[config.mk]
export PLATFORM = sky130hd
export DESIGN_NAME = kqt_fifo
export DESIGN_NICKNAME = d
export VERILOG_FILES = /design/src/design/kqt_pkg.sv /design/src/design/kqt_fifo.sv
export SDC_FILE = /design/constraint.sdc
export NUM_CORES = 1
export LEC_CHECK = 0
export BUFFER_PORTS_ARGS = -buffer_cell sky130_fd_sc_hd__buf_2
export CORE_AREA = 2 2 154 156
export CTS_CLUSTER_SIZE = 20
export DETAILED_ROUTE_END_ITERATION = 7
export DIE_AREA = 0 0 156 158
export PLACE_DENSITY = 0.82
export SYNTH_ARGS = -nofsm -noshare
export SYNTH_HDL_FRONTEND = slang
export SYNTH_SLANG_ARGS = --single-unit
export TNS_END_PERCENT = 50
[constraint.sdc]
create_clock -name clk -period 4.8 [get_ports clk]
set_input_delay 0 -clock clk [delete_from_list [all_inputs] [get_ports clk]]
set_output_delay 0 -clock clk [all_outputs]
set_load 0.01 [all_outputs]
[src/design/kqt_pkg.sv]
package kqt_pkg;

	localparam int ENTRIES = 64;
	localparam int IDX_W   = (ENTRIES > 1) ? $clog2(ENTRIES) : 1;
	localparam int CNT_W   = $clog2(ENTRIES + 1);

	localparam int Q_DEPTH = 4;
	localparam int Q_AW    = $clog2(Q_DEPTH);
	localparam int Q_CNT_W = $clog2(Q_DEPTH + 1);

	localparam logic [1:0] MODE_INSERT = 2'd0;
	localparam logic [1:0] MODE_SEARCH = 2'd1;
	localparam logic [1:0] MODE_UPDATE = 2'd2;
	localparam logic [1:0] MODE_DUMP   = 2'd3;

	localparam logic [2:0] ST_OK        = 3'd0;
	localparam logic [2:0] ST_FULL      = 3'd1;
	localparam logic [2:0] ST_EXISTS    = 3'd2;
	localparam logic [2:0] ST_NOT_FOUND = 3'd3;
	localparam logic [2:0] ST_EMPTY     = 3'd4;

	localparam logic signed [31:0] QTY_MAX = 32'sh7FFF_FFFF;
	localparam logic signed [31:0] QTY_MIN = 32'sh8000_0000;

	typedef enum logic [2:0] {
		OP_REPLY,
		OP_INSERT,
		OP_SEARCH,
		OP_UPDATE,
		OP_DUMP
	} op_t;

	typedef struct packed {
		op_t                op;
		logic [2:0]         status;
		logic signed [31:0] key;
		logic signed [31:0] qty;
		logic [IDX_W-1:0]   idx;
		logic [CNT_W-1:0]   n;
	} cmd_t;

	typedef struct packed {
		logic             en;
		logic [IDX_W-1:0] addr;
		logic [31:0]      data;
	} key_wr_t;

endpackage

[src/design/kqt_fifo.sv]
module kqt_fifo (
	input  logic          clk,
	input  logic          arst_n,
	input  logic          push,
	input  kqt_pkg::cmd_t push_cmd,
	output logic          full,
	input  logic          pop,
	output logic          empty,
	output kqt_pkg::cmd_t head
);

	kqt_pkg::cmd_t               mem_q [kqt_pkg::Q_DEPTH];
	logic [kqt_pkg::Q_AW-1:0]    wptr_q;
	logic [kqt_pkg::Q_AW-1:0]    rptr_q;
	logic [kqt_pkg::Q_CNT_W-1:0] cnt_q;
	logic                        do_pop;

	assign full   = cnt_q == kqt_pkg::Q_CNT_W'(kqt_pkg::Q_DEPTH);
	assign empty  = cnt_q == '0;
	assign head   = mem_q[rptr_q];
	assign do_pop = pop & ~empty;

	always_ff @(posedge clk or negedge arst_n) begin
		if (!arst_n) begin
			wptr_q <= '0;
			rptr_q <= '0;
			cnt_q  <= '0;
		end else begin
			if (push) begin
				wptr_q <= wptr_q + kqt_pkg::Q_AW'(1);
			end
			if (do_pop) begin
				rptr_q <= rptr_q + kqt_pkg::Q_AW'(1);
			end
			if (push && !do_pop) begin
				cnt_q <= cnt_q + kqt_pkg::Q_CNT_W'(1);
			end else if (do_pop && !push) begin
				cnt_q <= cnt_q - kqt_pkg::Q_CNT_W'(1);
			end
		end
	end

	always_ff @(posedge clk) begin
		if (push) begin
			mem_q[wptr_q] <= push_cmd;
		end
	end

endmodule

# After elaboration in Yosys (flattened, before gate mapping)
# Memories as Yosys holds them, arrays and structs flattened.
# Index checks and enable logic that the tools add are counted.
# word_totals
input_bits,87
n_memories,1
mem_bits_rw,332
register_bits,7
# mem_list
name,depth,word_bits,read_ports,rd_ports_with_merged_regs,wr,line,source
mem_q,4,83,1,0,1,kqt_fifo.sv:12,kqt_pkg::cmd_t mem_q [kqt_pkg::Q_DEPTH];
# classes
addsub,4
n_reduce_logical,6
n_bitwise,2
mux,4
eq_ne,1
# op_table
cell,count
3-bit two-way mux,2
2-bit by 1-bit adder with 2-bit output (second input constant),2
3-bit by 1-bit adder with 3-bit output (second input constant),1
3-bit == test (second input constant),1
3-bit logical NOT,1
3-bit by 1-bit subtractor with 3-bit output (second input constant),1
1-bit logical AND,2
1-bit logical NOT,2
1-bit two-way mux,2
2-bit nonzero test,1
1-bit bitwise AND,1
1-bit inverter,1

# Depth between registers and ports, before layout
# Gate-level depths: netlist of run 1.
# logic_depth
ltp_word,6
mapped_depth,8

# Least setup slack after synthesis of run 1
# Ideal clock, no wire load.
# synth_timing
kind,register to register
from,register wptr_q[0] (netlist bit)
to,memory mem_q[2][0] (netlist bit) (enable)
period_less_slack_ns,3.002
stages_incl_launch_ff,4
arrival_ns,2.551
slack_ns,1.798
required_time_ns,4.350
cell_sequence,dfrtp_1 -> inv_1 -> ha_1 -> and2_1
# synth_lines
element,line,source
from (decl),kqt_fifo.sv:13,logic [kqt_pkg::Q_AW-1:0] wptr_q;
from (signal assigned),kqt_fifo.sv:30,wptr_q <= wptr_q + kqt_pkg::Q_AW'(1);
to (decl),kqt_fifo.sv:12,
# Straight into the memory's write port.

==> flow_metrics.py, run 1 <==
metrics = {
    "run_status": {
        "run_status": "completed",
    },
    "sta": {
        "max_freq_mhz": 359,
        "setup_slack_ns": 2.02,
        "setup_viol": 0,
        "rsz0062_at_grt": "no",
        "final-hold-violation-count": 0,
        "finalCritPeriodShare": 0.580,
        "skew_ns": 0.0209,
        "slew_violations": 0,
        "hold_slack_ns": 0.249,
        "tightest_slew_ns": 0.942,
        "fin_crit_ns": 2.78,
        "fin_tns_setup_ns": 0,
        "max-slew-margin-rel": 0.372,
    },
    "clock_tree": {
        "cts_setup_buffers": 0,
        "cts_tree": "built",
        "clk_latency_ns": 0.50,
        "path_clk_slew_ns": 0.06,
        "clock-root-buffer": "clkbuf_16",
        "cts_buffers": 35,
        "clock-sinks": 339,
        "htree_levels": 2,
        "ctsLongestPathBuffers": 3,
    },
    "setup_path": {
        "path_buf_inv": 2,
        "cpPeakStageDelay_ns": 0.95,
        "slowest_stage": "dfrtp_4",
        "criticalPathCategory": "flip-flop to primary output",
        "timing.rr.start": "wptr_q[0]",
        "worstPathCellList": "buf_4 -> mux4_2 -> buf_2",
        "startpoint_type": "flip-flop",
        "crit_path_end_kind": "primary output",
        "crit_family": "flip-flops",
        "crit_path_start": "rptr_q[0]",
        "reg2reg_slack_ns": 2.48,
        "worstPathRequired_ns": 4.80,
        "reg2reg_depth": 4,
        "arrival_ns": 2.78,
        "critPathMaxFanout": 40,
        "rr_endpoint": "mem_q[2][12]",
    },
    "floorplanning": {
        "die_y_um": 158,
        "core_area_sq_mm": 0.0231,
        "placementRows": 56,
        "ios": 172,
        "die_w_um": 156,
        "start_util": 0.539,
        "die_area_sq_mm": 0.0246,
    },
    "final_layout": {
        "syn_to_final_growth_pct": 24.9,
        "finalNetCount": 845,
        "fillers": 1399,
        "drive_gt1_frac": 0.408,
        "antenna_cells": 0,
    },
    "route": {
        "drc": 0,
        "dr.first_iter.drc_count": 375,
        "dr_total_vias": 5893,
        "wl_mm": 23.5,
        "drt-vias-per-instance": 5.54,
        "drtAntennaViolNets": 0,
        "wl_per_cell_um": 22.1,
        "drtPass1Iterations": 4,
    },
    "synthesis": {
        "synth_mux_area_frac": 0.151,
        "syn_avg_cell_area_sq_um": 26.5,
        "yosys.area_share.simple": 0.00443,
        "synth_top_family_by_area": "multiplexers",
        "synth_top_area_share": 0.802,
        "yosys_warnings": 0,
        "synth_xor_area_frac": 0.00423,
        "synth_nets": 562,
        "yosysSeqAreaShare": 0.816,
        "netlist_top_cells_area": "edfxtp_1 (80%), mux4_2 (15%), dfrtp_1 (1.4%)",
        "mappedNetlistArea_sq_mm": 0.0124,
        "synth_top_area_cell": "edfxtp_1",
        "synth_compound_area_frac": 0.000403,
        "ys_seq_elements": 339,
        "netlist_instances": 469,
        "synth_cell_types": 21,
        "synth_fa_ha_area_frac": 0.00664,
    },
    "place": {
        "gp_congestion": 0.732,
        "pre_cts_slack_ns": 2.44,
        "dpl.hpwl_mm": 13.5,
        "io_buffers": 171,
    },
    "power_and_ir_drop": {
        "p_sw_frac": 0.279,
        "clockPowerShare": 0.286,
        "p_int_mw": 6.68,
        "total_leakage_power_nw": 5.41,
        "power_switching_mw": 2.58,
        "p_total_mw": 9.26,
        "pwr-share-seq": 0.452,
        "pwr-share-comb": 0.261,
        "power_density_mw_per_mm2": 596,
        "ir_worst_vdd_uv": 390,
    },
    "global_route": {
        "grt_max_degree": 61,
        "grt_pass1_vias": 6471,
        "grt_antenna_before_repair": 0,
        "track_usage": 0.194,
        "grt-ovfl-total": 0,
        "grt_pass1_wl_mm": 35.7,
    },
    "hold_path": {
        "holdPathEnd": "mem_q[2][60]",
        "holdCritPathClass": "input pin to flip-flop",
        "hold_start": "push_cmd[60]",
        "min_path_cells": 2,
    },
    "run": {
        "max_cap_viol_count": 0,
    },
}
[how the worst max path moves through the flow]
stage | end | slack, ns | cells after the start
3_3_place_gp | head[52] | 2.47 | 3
3_5_place_dp | head[51] | 2.44 | 3
6_report | head[18] | 2.02 | 3
5_1_grt | head[52] | 1.77 | 3
2_1_floorplan | mem_q[2][0] | 1.80 | 3
4_1_cts | head[51] | 1.89 | 3
[cell type report]
cell class	instances	area [sq um]	area share
Clock buffer	44	952	0.0613
Clock inverter	15	176	0.0114
Inverter	4	15.0	0.000967
Multi-Input combinational cell	107	2090	0.134
Sequential cell	339	10200	0.654
Tap cell	290	363	0.0234
Timing Repair Buffer	265	1780	0.115
[power groups by stage]
stage          combinational (mW)  sequential [mW]  clock (mW)
6_report                     2.42             4.19        2.65
5_1_grt                      2.61             4.25        2.82
4_1_cts                      2.46             4.20        2.70
3_5_place_dp                 2.39             4.26           0
3_3_place_gp                 2.33             4.20           0
2_1_floorplan                1.80             4.06           0
[synth_stat cells (all sizes together)]
master  count
nor2        1
ha          5
buf        17
edfxtp    332
nand2       2
mux2        1
o21ai       1
or3         1
mux4       83
fa          1
clkbuf      2
nor3b       1
nand3       1
dfrtp       7
xor2        3
and2        4
xnor2       3
inv         4
[cell families (layout without fill, tap and decap cells)]
logic type / after synthesis / after routing
fa+ha+maj: 6 / 6
flops: 339 / 339
mux: 84 / 84
compound gates: 1 / 1
xor+xnor: 6 / 6
buf+inv: 23 / 328
simple gates: 10 / 10
[routing by layer]
layer / track usage / share of wire / vias to the layer above / routed length, um
met5: 0 / 0 / - / 0
met2: 0.346 / 0.54 / 207 / 12600
met1: 0.243 / 0.39 / 3066 / 9090
li1: - / - / 2577 / -
met3: 0.0397 / 0.055 / 43 / 1300
met4: 0.0603 / 0.021 / 0 / 489
[state kept, by name, indices dropped and copies added (netlist names)]
name and cells:
rptr_q 2, wptr_q 2, cnt_q 3, mem_q 332
[stage by stage]
stage          area, sq um   util  instances
5_1_grt              15500  0.673       1064
2_1_floorplan        12400      -        469
3_3_place_gp         13500  0.587        918
3_5_place_dp         13500  0.587        918
4_1_cts              15500  0.673       1064
6_report             15500  0.673       1064
[cell usage in the layout, fill, tap and decap left out, types with 2 or more instances in the layout]
cell type and instances:
inv_1 4, bufinv_16 4, mux4_2 83, clkinv_1 4, buf_4 7, clkbuf_1 7, ha_1 5, nand2_1 2
xor2_1 3, dlygate4sd3_1 87, clkbuf_16 37, dfrtp_4 2, and2_4 4, buf_2 171, edfxtp_1 332, clkinv_2 5
xnor2_1 3, dfrtp_1 5
[what timing repair did]
item,4_1_cts,5_1_grt
hold endpoints to repair,343,0
hold buffers,87,0
setup endpoints to repair,0,0
resized for setup,0,0
(Power assumes the default switching activity.)
==> inputs of run 2 (changes only) <==
clock period = 2.6 ns   (was 4.8 ns; I/O delays follow)
==> run 2 against run 1 <==
- die area unchanged
- critical path type is now flip-flop to flip-flop
- highest routed layer is now met5
- critical path depth up 5
- register-to-register slack worse by 2.2 ns
- clock-buffer cell count down 2
- final cell count up 1.2%
==> flow_metrics.py, run 2 (synthesis results as in run 1) <==
metrics = {
    "run_status": {
        "run_status": "completed",
    },
    "final_layout": {
        "layout_common_cells": "edfxtp_1 (332), buf_2 (171), dlygate4sd3_1 (87)",
        "antenna_cells": 0,
        "largest_register_ffs": 332,
        "largestRegisters": "mem_q x332, cnt_q x3",
        "finalNetCount": 856,
        "final_common_cell": "edfxtp_1",
        "top_register": "mem_q",
        "design_area_sq_mm": 0.0158,
        "syn_to_final_growth_pct": 27.0,
        "final_util": 0.685,
        "drive_gt1_frac": 0.417,
    },
    "clock_tree": {
        "cts-resized-gates": 0,
        "path_clk_slew_ns": 0.06,
        "cts_tree": "built",
        "ctsLongestPathBuffers": 3,
        "clock-root-buffer": "clkbuf_16",
        "cts_buffers": 35,
        "htree_levels": 2,
        "clock-sinks": 339,
        "clk_latency_ns": 0.50,
    },
    "power_and_ir_drop": {
        "total_leakage_power_nw": 5.53,
        "p_total_mw": 17.6,
        "ir_worst_vdd_uv": 1080,
        "power_density_mw_per_mm2": 1110,
    },
    "global_route": {
        "grt_pass1_vias": 6242,
        "grt_max_degree": 52,
        "grt_pass1_wl_mm": 34.9,
        "grt_antenna_before_repair": 1,
        "grt-ovfl-total": 0,
        "track_usage": 0.189,
    },
    "setup_path": {
        "path_common_cell": "xor2_1",
        "criticalPathCategory": "flip-flop to flip-flop",
        "crit_family": "simple AND/OR/NAND/NOR gates",
        "critPathMaxFanout": 4,
        "arrival_ns": 2.71,
        "startpoint_type": "flip-flop",
        "worstPathRequired_ns": 3.00,
        "crit_path_end_kind": "flip-flop",
        "path_buf_inv": 1,
        "cpPeakStageDelay_ns": 0.46,
        "slowest_stage": "or3_1",
        "worstPathCellList": "or3_1 -> nand2_1 -> ha_1 -> inv_1 -> fa_1 -> xor2_1 -> nor2_1 -> xor2_1",
    },
    "floorplanning": {
        "core_area_sq_mm": 0.0231,
        "ios": 172,
        "placementRows": 56,
        "start_util": 0.539,
        "die_w_um": 156,
        "die_y_um": 158,
        "die_area_sq_mm": 0.0246,
    },
    "place": {
        "gp_congestion": 0.681,
        "pre_cts_slack_ns": 0.396,
        "dpl.hpwl_mm": 13.7,
        "io_buffers": 171,
        "placed_area_sq_mm": 0.0137,
    },
    "sta": {
        "setup_slack_ns": 0.288,
        "finalCritPeriodShare": 0.889,
        "fin_crit_ns": 2.31,
        "setup_viol": 0,
        "max-slew-margin-rel": 0.707,
        "rsz0062_at_grt": "no",
        "skew_ns": 0.0150,
        "hold_slack_ns": 0.259,
        "tightest_slew_ns": 0.439,
        "final-hold-violation-count": 0,
        "max_freq_mhz": 433,
        "slew_violations": 0,
    },
    "run": {
        "max_cap_viol_count": 0,
    },
    "route": {
        "wl_mm": 23.3,
        "drtPass1Iterations": 4,
        "dr_total_vias": 5901,
        "wl_per_cell_um": 21.6,
        "drtAntennaViolNets": 0,
        "drc": 0,
        "drt-vias-per-instance": 5.48,
        "dr.first_iter.drc_count": 500,
    },
    "hold_path": {
        "holdCritPathClass": "input pin to flip-flop",
    },
}
==> run 2: cell count changes in the layout (fill, tap and decap cells not counted) <==
cell       delta
clkbuf_1      -2
clkinv_2      -2
buf_4         +3
inv_6         -1
buf_12        +8
bufinv_16     +3
clkinv_1      +3
clkinv_4      +1
==> run 2: per-stage QoR <==
| step | TNS [ns] | cells |
|---|---|---|
| finish | 0 | 1077 |
| global route | 0 | 1077 |
| CTS | 0 | 1077 |
| detailed placement | 0 | 929 |
| global placement | 0 | 929 |
| floorplan | -57.92 | 469 |
==> run 2: per-layer routing <==
| layer | up-vias | wire length (um) | GRT usage |
|---|---|---|---|
| met5 | - | 13 | 0 |
| met4 | 2 | 359 | 0.0502 |
| met1 | 3060 | 9360 | 0.248 |
| met2 | 197 | 12300 | 0.327 |
| li1 | 2609 | - | - |
| met3 | 33 | 1210 | 0.0394 |
==> run 2: timing repair <==
item | in CTS | in global routing
setup endpoints to repair | 0 | 0
hold endpoints to repair | 343 | 0
hold buffers | 87 | 0
setup buffers | 0 | 0
==> run 2: final cells by class <==
cell class              instances  area (sq um)
well taps                     290           363
inverters                       4          15.0
repair buffers                276          1960
fillers                      1372          7260
multi-input cells             107          2090
clock inverters                19           268
clock buffers                  42           945
flip-flops and latches        339         10200
==> run 2: worst paths after layout <==
kind                              from           to  slack, ns  cells after the start
hold / removal             push_cmd[6]  mem_q[1][6]       0.26                      2
min in group asynchronous       arst_n    rptr_q[0]       0.48                      3
setup / recovery              cnt_q[0]     cnt_q[2]       0.29                      8
hold reg to reg               cnt_q[2]     cnt_q[2]       0.52                      1
max in group asynchronous       arst_n    rptr_q[1]       1.84                      3
setup reg to reg              cnt_q[0]     cnt_q[2]       0.29                      8
==> run 2: where the power goes <==
group          switching (mW)  internal (mW)  total (mW)
registers               0.349           7.15        7.50
clock network            1.93           3.28        5.20
logic                    2.51           2.35        4.86
==> run 2: worst register-to-register path: stages (launching register included) <==
cell and delay (ns):
dfrtp_1 0.43, or3_1 0.47, nand2_1 0.16, ha_1 0.21, inv_1 0.07, fa_1 0.40, xor2_1 0.19, nor2_1 0.13
xor2_1 0.18
==> inputs of run 3 (changes only) <==
BUFFER_PORTS_ARGS = -buffer_cell sky130_fd_sc_hd__clkbuf_2   (was -buffer_cell sky130_fd_sc_hd__buf_2)
==> run 3 against run 2 <==
- clock skew about the same
- register-to-register slack improved by 0.15 ns
- critical path depth unchanged
- final cell count decreased by 0.37%
- clock-buffer cell count increased by 4
- clock power decreased by 11%
- die area unchanged
- power decreased by 3.5%
- setup slack improved by 0.15 ns
- global-route usage increased by 0.38 points
- critical path type unchanged
==> flow_metrics.py, run 3 (synthesis results as in run 1) <==
metrics = {
    "run_status": {
        "run_status": "completed",
    },
    "power_and_ir_drop": {
        "pwr-share-seq": 0.443,
        "p_sw_frac": 0.281,
        "p_int_mw": 12.2,
        "pwr-share-comb": 0.285,
        "p_total_mw": 16.9,
        "ir_worst_vdd_uv": 715,
        "total_leakage_power_nw": 5.48,
        "clockPowerShare": 0.272,
        "power_density_mw_per_mm2": 1080,
        "power_switching_mw": 4.76,
    },
    "place": {
        "dp.cells": 925,
        "dpl.hpwl_mm": 13.5,
        "gp_congestion": 0.683,
        "io_buffers": 171,
    },
    "setup_path": {
        "criticalPathCategory": "flip-flop to flip-flop",
        "timing.rr.start": "cnt_q[0]",
        "critPathMaxFanout": 4,
        "worstPathRequired_ns": 3.01,
        "crit_path_end_kind": "flip-flop",
        "reg2reg_depth": 8,
        "arrival_ns": 2.57,
        "rr_endpoint": "cnt_q[2]",
        "reg2reg_slack_ns": 0.44,
        "startpoint_type": "flip-flop",
    },
    "clock_tree": {
        "clock-root-buffer": "clkbuf_16",
        "clock-sinks": 339,
        "cts_tree": "built",
        "ctsLongestPathBuffers": 3,
        "path_clk_slew_ns": 0.06,
        "clk_latency_ns": 0.50,
        "htree_levels": 2,
        "cts_buffers": 35,
    },
    "hold_path": {
        "holdCritPathClass": "input pin to flip-flop",
        "hold_start": "push_cmd[75]",
        "min_path_cells": 2,
        "holdPathEnd": "mem_q[3][75]",
    },
    "sta": {
        "skew_ns": 0.0150,
        "max-slew-margin-rel": 0.603,
        "tightest_slew_ns": 0.595,
        "rsz0062_at_grt": "no",
        "setup_viol": 0,
        "final-hold-violation-count": 0,
        "fin_crit_ns": 2.16,
        "max_freq_mhz": 463,
        "slew_violations": 0,
        "finalCritPeriodShare": 0.831,
    },
    "global_route": {
        "grt_antenna_before_repair": 1,
        "grt_pass1_vias": 6442,
        "grt-ovfl-total": 0,
        "grt_max_degree": 56,
        "grt_pass1_wl_mm": 35.6,
        "track_usage": 0.193,
    },
    "floorplanning": {
        "placementRows": 56,
        "core_area_sq_mm": 0.0231,
        "die_area_sq_mm": 0.0246,
        "start_util": 0.539,
        "ios": 172,
        "die_y_um": 158,
        "die_w_um": 156,
    },
    "final_layout": {
        "syn_to_final_growth_pct": 25.7,
        "fillers": 1399,
        "top_register": "mem_q",
        "final_common_cell": "edfxtp_1",
        "finalNetCount": 852,
        "drive_gt1_frac": 0.411,
        "seqCellArea_sq_mm": 0.0102,
        "largestRegisters": "mem_q x332, cnt_q x3",
        "multi_input_area_sq_mm": 0.00209,
        "largest_register_ffs": 332,
        "layout_common_cells": "edfxtp_1 (332), clkbuf_2 (171), dlygate4sd3_1 (87)",
        "layout.cells.non_filler": 1073,
        "antenna_cells": 0,
    },
    "route": {
        "drc": 0,
        "wl_per_cell_um": 21.8,
        "dr_total_vias": 5959,
        "wl_mm": 23.4,
        "drtPass1Iterations": 4,
        "drtAntennaViolNets": 0,
        "dr.first_iter.drc_count": 342,
        "drt-vias-per-instance": 5.55,
    },
    "run": {
        "max_cap_viol_count": 0,
    },
}
[run 3: worst max path at each step]
stage | from | to | slack [ns]
floorplan | wptr_q[1] | mem_q[1][0] | -0.38
global placement | cnt_q[0] | cnt_q[2] | 0.54
detailed placement | cnt_q[0] | cnt_q[2] | 0.45
CTS | rptr_q[0] | head[25] | 0.37
global route | rptr_q[0] | head[81] | 0.30
finish | cnt_q[0] | cnt_q[2] | 0.44
[run 3: critical path: stages, from the launching register on]
cell and delay, ns:
dfrtp_1 0.43, or3_1 0.46, nand2_1 0.14, ha_1 0.19, inv_1 0.06, fa_1 0.38, xor2_1 0.17, nor2_1 0.11
xor2_1 0.14
[run 3: final cells by class]
class | count | share of cell area
clock buffer | 46 | 0.0627
clock inverter | 15 | 0.00601
inverter | 4 | 0.000961
multi-input combinational | 107 | 0.134
sequential | 339 | 0.650
tap | 290 | 0.0232
timing repair buffer | 272 | 0.124
[run 3: routing by layer]
layer	part of all wire	vias up	GRT usage
met3	0.050	49	0.0419
met5	0.00056	-	0
met2	0.53	182	0.333
li1	-	2607	-
met4	0.022	2	0.0642
met1	0.39	3119	0.247
[run 3: stage by stage]
stage / TNS, ns / worst slack [ns] / hold slack [ns] / instance area, sq um / util
detailed placement: 0 / 0.454 / -0.146 / 13700 / 0.593
CTS: 0 / 0.370 / 0.244 / 15600 / 0.678
finish: 0 / 0.440 / 0.268 / 15600 / 0.678
floorplan: -57.92 / -0.380 / -0.296 / 12400 / -
global route: 0 / 0.297 / 0.262 / 15600 / 0.678
global placement: 0 / 0.540 / -0.159 / 13700 / 0.593
[run 3: power by group through the flow]
stage	sequential [mW]	combinational (mW)	clock, mW
4_1_cts	7.51	4.92	4.71
6_report	7.50	4.83	4.61
3_3_place_gp	7.52	4.71	0
3_5_place_dp	7.62	4.79	0
5_1_grt	7.58	5.22	4.93
2_1_floorplan	7.46	3.32	0
[run 3: repair_timing]
action                                 in CTS  in global routing
hold buffers                               87                  0
setup buffers                               0                  0
resized for setup                           0                  0
endpoints found under the hold margin     343                  0
